[src/hw/rtl/lbp_pkg.sv]
// Shared types, sizes and helpers for the LED blink and PWM dimming controller.
`timescale 1ns / 1ps

package lbp_pkg;

  localparam int NUM_LEDS  = 8;
  localparam int PWM_STEPS = 8;

  localparam int IdxW  = (NUM_LEDS > 1) ? $clog2(NUM_LEDS) : 1;
  localparam int DutyW = $clog2(PWM_STEPS);

  typedef enum logic [1:0] {
    FUNC_TICK   = 2'd0,
    FUNC_BLINK  = 2'd1,
    FUNC_BRIGHT = 2'd2
  } lbp_func_e;

  typedef enum logic [1:0] {
    ST_IDLE,
    ST_WALK,
    ST_DRAIN,
    ST_FINISH
  } lbp_state_e;

  // One command item as held while it is being worked on.
  typedef struct packed {
    lbp_func_e   func;
    logic [2:0]  led_index;
    logic [15:0] on_ticks;
    logic [15:0] off_ticks;
    logic [7:0]  repeat_count;
    logic [7:0]  brightness;
  } lbp_cmd_t;

  // Per-LED entry of the state memory.
  typedef struct packed {
    logic [15:0]      period_len;
    logic [15:0]      on_limit;
    logic [15:0]      tick_count;
    logic [7:0]       cycles_left;
    logic [DutyW-1:0] duty_level;
  } lbp_entry_t;

  // Per-LED result bits that the update unit hands back to the sequencer.
  typedef struct packed {
    logic lit;
    logic pwm_on;
    logic active;
    logic repeat_on;
  } lbp_flags_t;

  // Remainder of a byte by PWM_STEPS as a short restoring reduction.
  function automatic logic [DutyW-1:0] duty_mod(input logic [7:0] value);
    logic [11:0] rem;
    rem = {4'b0, value};
    for (int k = 7; k >= 0; k--) begin
      if (rem >= 12'(PWM_STEPS << k)) begin
        rem = rem - 12'(PWM_STEPS << k);
      end
    end
    return DutyW'(rem);
  endfunction

endpackage

[src/hw/rtl/led_blink_pwm_controller.sv]
// LED blink and PWM dimming controller for NUM_LEDS LEDs. Each input item is a
// command: a tick (tuser 0) advances the global PWM phase and every LED's blink
// counter and returns the new LED drive pattern; set blink (tuser 1) and set
// brightness (tuser 2) update one LED and return the last drive pattern again.
// Every command yields exactly one output item. Per-LED state sits in a small
// memory that is read, updated and written back one LED per cycle; a tick walks
// all NUM_LEDS entries, a set command only its own LED, and then the result
// passes the drain and finish states into the output register. An unused code
// or an out-of-range LED goes straight to the finish state. The next item is
// taken as soon as the result has moved into the output register, even if that
// result is still waiting to be taken. The state memory needs no clearing pass
// after reset. enable_mask is written through cfg_we_i and cfg_wdata_i; the user
// must write it only while the block is idle, which the block does not enforce.
// It resets to all ones.
`timescale 1ns / 1ps

module led_blink_pwm_controller
  import lbp_pkg::*;
(
  input  logic        clk_i,
  input  logic        rst_ni,
  input  logic        s_axis_tvalid,
  output logic        s_axis_tready,
  // [2:0] led_index, [18:3] on_ticks, [34:19] off_ticks, [42:35] repeat_count,
  // [50:43] brightness, [55:51] zero
  input  logic [55:0] s_axis_tdata,
  // [1:0] func
  input  logic [1:0]  s_axis_tuser,
  output logic        m_axis_tvalid,
  input  logic        m_axis_tready,
  // [7:0] led_drive
  output logic [7:0]  m_axis_tdata,
  input  logic        cfg_we_i,
  input  logic [7:0]  cfg_wdata_i
);

  lbp_state_e          state_q, state_d;
  lbp_cmd_t            cmd_q;
  logic [IdxW-1:0]     idx_q;
  logic                rd_pend_q;
  logic [IdxW-1:0]     rd_idx_q;
  logic [NUM_LEDS-1:0] active_q;
  logic [NUM_LEDS-1:0] repeat_q;
  logic [DutyW-1:0]    phase_q;
  logic [NUM_LEDS-1:0] blink_acc_q;
  logic [NUM_LEDS-1:0] pwm_acc_q;
  logic [NUM_LEDS-1:0] drive_hold_q;
  logic [7:0]          enable_q;
  logic                out_valid_q;
  logic [7:0]          out_data_q;

  logic                in_fire;
  lbp_func_e           in_func;
  logic [2:0]          in_led;
  logic                in_led_ok;
  logic                last_issue;
  logic                mem_rd_en;
  logic                finish_go;
  logic [DutyW-1:0]    phase_inc;
  logic [NUM_LEDS-1:0] drive_new;
  lbp_entry_t          rd_entry;
  lbp_entry_t          wr_entry;
  lbp_flags_t          flags;

  assign in_fire   = s_axis_tvalid && s_axis_tready;
  assign in_func   = lbp_func_e'(s_axis_tuser);
  assign in_led    = s_axis_tdata[2:0];
  assign in_led_ok = {1'b0, in_led} < 4'(NUM_LEDS);
  assign last_issue = (cmd_q.func != FUNC_TICK) || (idx_q == IdxW'(NUM_LEDS - 1));
  assign phase_inc = (phase_q == DutyW'(PWM_STEPS - 1)) ? '0 : phase_q + DutyW'(1);
  assign drive_new = blink_acc_q & pwm_acc_q & enable_q[NUM_LEDS-1:0];

  // Next state.
  always_comb begin
    state_d = state_q;
    case (state_q)
      ST_IDLE: begin
        if (in_fire) begin
          if (in_func == FUNC_TICK) begin
            state_d = ST_WALK;
          end else if ((in_func == FUNC_BLINK || in_func == FUNC_BRIGHT) && in_led_ok) begin
            state_d = ST_WALK;
          end else begin
            state_d = ST_FINISH;
          end
        end
      end
      ST_WALK: begin
        if (last_issue) begin
          state_d = ST_DRAIN;
        end
      end
      ST_DRAIN: begin
        state_d = ST_FINISH;
      end
      ST_FINISH: begin
        if (!out_valid_q || m_axis_tready) begin
          state_d = ST_IDLE;
        end
      end
      default: begin
        state_d = ST_IDLE;
      end
    endcase
  end

  // State outputs.
  always_comb begin
    s_axis_tready = 1'b0;
    mem_rd_en     = 1'b0;
    finish_go     = 1'b0;
    case (state_q)
      ST_IDLE: begin
        s_axis_tready = 1'b1;
      end
      ST_WALK: begin
        mem_rd_en = 1'b1;
      end
      ST_DRAIN: begin
      end
      ST_FINISH: begin
        finish_go = !out_valid_q || m_axis_tready;
      end
      default: begin
      end
    endcase
  end

  always_ff @(posedge clk_i or negedge rst_ni) begin
    if (!rst_ni) begin
      state_q      <= ST_IDLE;
      rd_pend_q    <= 1'b0;
      active_q     <= '0;
      repeat_q     <= '0;
      phase_q      <= '0;
      drive_hold_q <= '0;
      enable_q     <= 8'hFF;
      out_valid_q  <= 1'b0;
    end else begin
      state_q   <= state_d;
      rd_pend_q <= mem_rd_en;
      if (cfg_we_i) begin
        enable_q <= cfg_wdata_i;
      end
      if (in_fire && in_func == FUNC_TICK) begin
        phase_q <= phase_inc;
      end
      if (rd_pend_q) begin
        active_q[rd_idx_q] <= flags.active;
        repeat_q[rd_idx_q] <= flags.repeat_on;
      end
      if (finish_go) begin
        out_valid_q <= 1'b1;
        if (cmd_q.func == FUNC_TICK) begin
          drive_hold_q <= drive_new;
        end
      end else if (m_axis_tready) begin
        out_valid_q <= 1'b0;
      end
    end
  end

  // Command, walk index and per-tick accumulators.
  always_ff @(posedge clk_i) begin
    rd_idx_q <= idx_q;
    if (in_fire) begin
      cmd_q.func         <= in_func;
      cmd_q.led_index    <= in_led;
      cmd_q.on_ticks     <= s_axis_tdata[18:3];
      cmd_q.off_ticks    <= s_axis_tdata[34:19];
      cmd_q.repeat_count <= s_axis_tdata[42:35];
      cmd_q.brightness   <= s_axis_tdata[50:43];
      idx_q              <= (in_func == FUNC_TICK) ? '0 : IdxW'(in_led);
      blink_acc_q        <= '0;
      pwm_acc_q          <= '0;
    end else begin
      if (mem_rd_en && !last_issue) begin
        idx_q <= idx_q + IdxW'(1);
      end
      if (rd_pend_q) begin
        blink_acc_q[rd_idx_q] <= flags.lit;
        pwm_acc_q[rd_idx_q]   <= flags.pwm_on;
      end
    end
    if (finish_go) begin
      out_data_q <= (cmd_q.func == FUNC_TICK) ? 8'(drive_new) : 8'(drive_hold_q);
    end
  end

  lbp_state_mem u_mem (
    .clk_i     (clk_i),
    .rst_ni    (rst_ni),
    .rd_en_i   (mem_rd_en),
    .rd_addr_i (idx_q),
    .rd_data_o (rd_entry),
    .wr_en_i   (rd_pend_q),
    .wr_addr_i (rd_idx_q),
    .wr_data_i (wr_entry)
  );

  lbp_led_unit u_unit (
    .cmd_i    (cmd_q),
    .entry_i  (rd_entry),
    .active_i (active_q[rd_idx_q]),
    .repeat_i (repeat_q[rd_idx_q]),
    .phase_i  (phase_q),
    .entry_o  (wr_entry),
    .flags_o  (flags)
  );

  assign m_axis_tvalid = out_valid_q;
  assign m_axis_tdata  = out_data_q;

endmodule

[src/hw/rtl/lbp_state_mem.sv]
// Per-LED state memory with a registered read and per-entry valid bits.
`timescale 1ns / 1ps

module lbp_state_mem
  import lbp_pkg::*;
(
  input  logic            clk_i,
  input  logic            rst_ni,
  input  logic            rd_en_i,
  input  logic [IdxW-1:0] rd_addr_i,
  output lbp_entry_t      rd_data_o,
  input  logic            wr_en_i,
  input  logic [IdxW-1:0] wr_addr_i,
  input  lbp_entry_t      wr_data_i
);

  lbp_entry_t          mem_q [NUM_LEDS];
  logic [NUM_LEDS-1:0] valid_q;
  lbp_entry_t          rd_data_q;
  logic                rd_valid_q;

  always_ff @(posedge clk_i) begin
    if (wr_en_i) begin
      mem_q[wr_addr_i] <= wr_data_i;
    end
  end

  always_ff @(posedge clk_i) begin
    if (rd_en_i) begin
      rd_data_q <= mem_q[rd_addr_i];
    end
  end

  always_ff @(posedge clk_i or negedge rst_ni) begin
    if (!rst_ni) begin
      valid_q    <= '0;
      rd_valid_q <= 1'b0;
    end else begin
      if (wr_en_i) begin
        valid_q[wr_addr_i] <= 1'b1;
      end
      if (rd_en_i) begin
        rd_valid_q <= valid_q[rd_addr_i];
      end
    end
  end

  // An entry never written reads as all zeros, which is its reset value.
  assign rd_data_o = rd_valid_q ? rd_data_q : '0;

endmodule

[src/hw/rtl/lbp_led_unit.sv]
// Update of one LED entry for a tick, a blink setting or a brightness setting.
`timescale 1ns / 1ps

module lbp_led_unit
  import lbp_pkg::*;
(
  input  lbp_cmd_t         cmd_i,
  input  lbp_entry_t       entry_i,
  input  logic             active_i,
  input  logic             repeat_i,
  input  logic [DutyW-1:0] phase_i,
  output lbp_entry_t       entry_o,
  output lbp_flags_t       flags_o
);

  logic [15:0] count_inc;
  logic [7:0]  cycles_next;

  assign count_inc   = entry_i.tick_count + 16'd1;
  assign cycles_next = repeat_i ? entry_i.cycles_left : entry_i.cycles_left - 8'd1;

  always_comb begin
    entry_o           = entry_i;
    flags_o.lit       = 1'b0;
    flags_o.pwm_on    = entry_i.duty_level > phase_i;
    flags_o.active    = active_i;
    flags_o.repeat_on = repeat_i;
    case (cmd_i.func)
      FUNC_TICK: begin
        if (active_i && (entry_i.cycles_left != 8'd0)) begin
          flags_o.lit        = count_inc <= entry_i.on_limit;
          entry_o.tick_count = count_inc;
          // End of one blink cycle: wrap and maybe use up one repetition.
          if (count_inc == entry_i.period_len) begin
            entry_o.tick_count  = 16'd0;
            entry_o.cycles_left = cycles_next;
            if (cycles_next != 8'd0) begin
              flags_o.lit = 1'b1;
            end else begin
              flags_o.lit    = 1'b0;
              flags_o.active = 1'b0;
            end
          end
        end
      end
      FUNC_BLINK: begin
        entry_o.period_len  = cmd_i.on_ticks + cmd_i.off_ticks;
        entry_o.on_limit    = cmd_i.on_ticks;
        entry_o.cycles_left = (cmd_i.repeat_count == 8'd0) ? 8'd1 : cmd_i.repeat_count;
        flags_o.active      = 1'b1;
        flags_o.repeat_on   = cmd_i.repeat_count == 8'd0;
      end
      FUNC_BRIGHT: begin
        entry_o.duty_level = duty_mod(cmd_i.brightness);
      end
      default: begin
      end
    endcase
  end

endmodule

[config.mk]
export PLATFORM = sky130hd
export DESIGN_NAME = led_blink_pwm_controller
export DESIGN_NICKNAME = d
export VERILOG_FILES = /design/src/hw/rtl/lbp_pkg.sv /design/src/hw/rtl/led_blink_pwm_controller.sv /design/src/hw/rtl/lbp_state_mem.sv /design/src/hw/rtl/lbp_led_unit.sv
export SDC_FILE = /design/constraint.sdc
export NUM_CORES = 1
export LEC_CHECK = 0
export BUFFER_PORTS_ARGS = -buffer_cell sky130_fd_sc_hd__buf_2
export CORE_MARGIN = 4
export CORE_UTILIZATION = 30
export CTS_CLUSTER_DIAMETER = 100
export DETAILED_ROUTE_END_ITERATION = 12
export GPL_ROUTABILITY_DRIVEN = 0
export PLACE_DENSITY = 0.52
export SETUP_SLACK_MARGIN = 0.15
export SLEW_MARGIN = 20
export SYNTH_ARGS = -nofsm -noshare
export SYNTH_HDL_FRONTEND = slang
export SYNTH_SLANG_ARGS = --single-unit
[constraint.sdc]
create_clock -name clk_i -period 9.78 [get_ports clk_i]
set_input_delay 0.489 -clock clk_i [delete_from_list [all_inputs] [get_ports clk_i]]
set_output_delay 0.489 -clock clk_i [all_outputs]
set_load 0.02 [all_outputs]
==> results.yml <==
die:
  core_region_area_mm2: 0.0906
  row_count: 110
  fp.dieW_um: 311
  die_y_um: 311
  io_pins: 81
  start_util: 0.304
  die_area_mm2: 0.0967
cells_and_area:
  num-nets-final: 1845
  final-seq-area_mm2: 0.0192
  multi_input_area_mm2: 0.00786
  n_antenna_cell: 0
  reg_top3: "u_mem.mem_q (472), u_mem.rd_data_q (59), cmd_q (45)"
  layout-drive-gt1-share: 0.242
  areaGrowthSynthToFinish_pct: 14.3
  largest_reg_flops: 472
  regMostFlops: "u_mem.mem_q"
  fill_cells: 8578
grt:
  antenna_found_initial: 4
  grt_pass1_wl_um: 99000
  first_global_vias: 15400
  grt-ovfl-total: 0
  grt_max_degree: 65
  grt_usage: 0.135
clock_network:
  cts_sinks: 654
  cts_tree: "done"
  cts_buffer_depth: 3
  clock_latency_ns: 0.61
  postCtsResizedCells: 0
  clkTransAtPathRegs_ns: 0.06
  post_cts_buffers: 0
  cts_made_buffers: 71
  cts_root_buf: "clkbuf_16"
  htree_levels: 3
placed_design:
  dp_hpwl_um: 39800
  portBuffers: 70
  pre_cts_ws_ns: 4.37
setup_path:
  cp_top_family: "compound AO/OA/AOI/OAI gates"
  cp.required_ns: 10.04
  critPathCaptureType: "register"
  cp-start-kind: "register"
  slowest_stage: "a221oi_1"
  max_stage_delay_ns: 0.79
  crit_buf_inv: 1
  worst-path-max-fanout: 46
  worstSetupPathType: "reg2reg"
  arrival_ns: 5.74
  cp_cell_sequence: "buf_4, and2_1, ha_1, nand4_4, or4_1, o211a_1, a2111o_1, o41ai_4, nor4b_1, mux2_2, a221oi_1"
synthesis:
  yosys_warnings: 0
  synth_area_mm2: 0.0275
  yosysUniqueCellTypes: 78
  synth_fp_nets: 1755
  yosysSeqAreaShare: 0.698
  syn_avg_cell_area_um2: 16.8
  ys_async_sr_fraction: 0.0734
  synth_enable_flop_cells: 587
  synthFlopType: "edfxtp_1"
  synth_seq_cells: 654
  synthCells: 1638
pwr:
  total_power_uw: 9260
  p_per_area_mw_per_mm2: 294
  leakage_uw: 0.0106
  ir_worst_vdd_uv: 128
sta:
  worst_slack_ns: 4.30
  tightest_slew_ns: 1.10
  fin_setup_tns_ns: 0
  skew_ns: 0.0283
  finalCriticalPeriod_ns: 5.48
  final_max_slew_viol_count: 0
  setup_viol: 0
  rsz0062_at_grt: "no"
  slew_headroom: 0.244
  fmax_ghz: 0.182
  hold_violations: 0
  fin_crit_sh: 0.560
outcome:
  outcome: "completed"
detailed_routing:
  drc: 0
  drtIter0Drc: 1234
  ant_nets: 0
  num_vias: 14900
  finalWirelength_um: 66200
  wl_per_cell_um: 22.4
  dr.pass1.iters: 5
  via_per_inst: 5.05
flow_run:
  max-cap-violations: 0
hold_path:
  min_path_type: "in2reg"
per-layer routing:
metal	global-route usage	up-vias	routed length [µm]
li1	-	6659	-
met1	0.190	7812	30600
met2	0.218	382	31100
met3	0.0245	86	3250
met4	0.0338	2	1310
met5	0	-	13
cells by family after synthesis:
family	Yosys count	synth area share
compound gates	205	0.0463
xor+xnor	41	0.0140
fa+ha+maj	46	0.0212
buf+inv	117	0.0168
flops	654	0.698
mux	216	0.139
simple gates	359	0.0649
Yosys cell counts, drive strengths merged, types with 6 or more instances:
| library cell | instances | area share |
|---|---|---|
| a21o | 8 | 0.0022 |
| a21oi | 29 | 0.0053 |
| a31oi | 6 | 0.0014 |
| and2 | 11 | 0.0025 |
| and3 | 10 | 0.0023 |
| buf | 22 | 0.0038 |
| clkbuf | 56 | 0.0077 |
| dfrtp | 40 | 0.036 |
| dfstp | 8 | 0.0076 |
| dfxtp | 19 | 0.014 |
| edfxtp | 587 | 0.64 |
| ha | 45 | 0.020 |
| inv | 38 | 0.0052 |
| mux2 | 80 | 0.033 |
| mux2i | 12 | 0.0044 |
| mux4 | 124 | 0.10 |
| nand2 | 128 | 0.018 |
| nand2b | 18 | 0.0041 |
| nand3 | 57 | 0.010 |
| nand4 | 14 | 0.0045 |
| nor2 | 59 | 0.0080 |
| nor2b | 9 | 0.0020 |
| nor3 | 17 | 0.0031 |
| o21ai | 106 | 0.019 |
| or2 | 6 | 0.0014 |
| xnor2 | 23 | 0.0073 |
| xor2 | 16 | 0.0051 |
cell type report:
cell class,count,area share
flip-flops and latches,654,0.611
multi-input cells,867,0.250
clock inverters,36,0.0106
repair buffers,95,0.0172
clock buffers,91,0.0602
well taps,1176,0.0467
inverters,39,0.00481
report_power, final:
part / switching, µW / internal [µW]
Combinational: 1560 / 950
Sequential: 284 / 3890
Clock: 1090 / 1490
Total: 2940 / 6320
metrics by stage:
stage / hold WS (ns) / utilization / area, µm² / cells
final: 0.0520 / 0.348 / 31500 / 2958
after global routing: 0.0156 / 0.348 / 31500 / 2958
after CTS: 0.00785 / 0.348 / 31500 / 2958
after detailed placement: 0.451 / 0.323 / 29200 / 2830
after global placement: 0.447 / 0.323 / 29200 / 2830
after floorplan: 0.193 / - / 27500 / 1638
cell usage in the layout (no fill, tap or decap), types with 6 or more instances in the layout:
cell type  count
dfxtp_1       19
nand2_1      127
a21o_1         8
a31oi_1        6
and3_1        10
ha_1          44
inv_2          6
nor3_1        17
xor2_1        16
mux2i_1       12
nor2_1        58
or2_2          6
nand3_1       57
mux2_2        79
buf_4         24
clkbuf_16     73
a21oi_1       29
buf_2         70
dfstp_2        8
nor2b_1        9
edfxtp_1     587
o21ai_0      104
dfrtp_1       39
xnor2_1       23
inv_1         29
clkinv_2      13
clkbuf_1      18
and2_1        11
nand4_1       11
mux4_2       124
clkinv_1      14
nand2b_1      18
worst paths after layout:
path	end	cells past startpoint	slack (ns)	from
max	u_mem.mem_q[3][4]	11	4.30	u_mem.rd_valid_q
max in group asynchronous	u_mem.rd_valid_q	3	8.76	rst_ni
min reg2reg	u_mem.valid_q[6]	1	0.46	u_mem.valid_q[6]
min	cmd_q[13]	1	0.05	s_axis_tdata[40]
min in group asynchronous	drive_hold_q[1]	3	0.54	rst_ni
max reg2reg	u_mem.mem_q[3][4]	11	4.30	u_mem.rd_valid_q
timing repair:
| action | 4_1_cts | 5_1_grt |
|---|---|---|
| endpoints found under the hold margin | 36 | 0 |
| hold buffers | 1 | 0 |
| endpoints found under the setup margin | 0 | 0 |
Power figures use the tool's default switching activity.
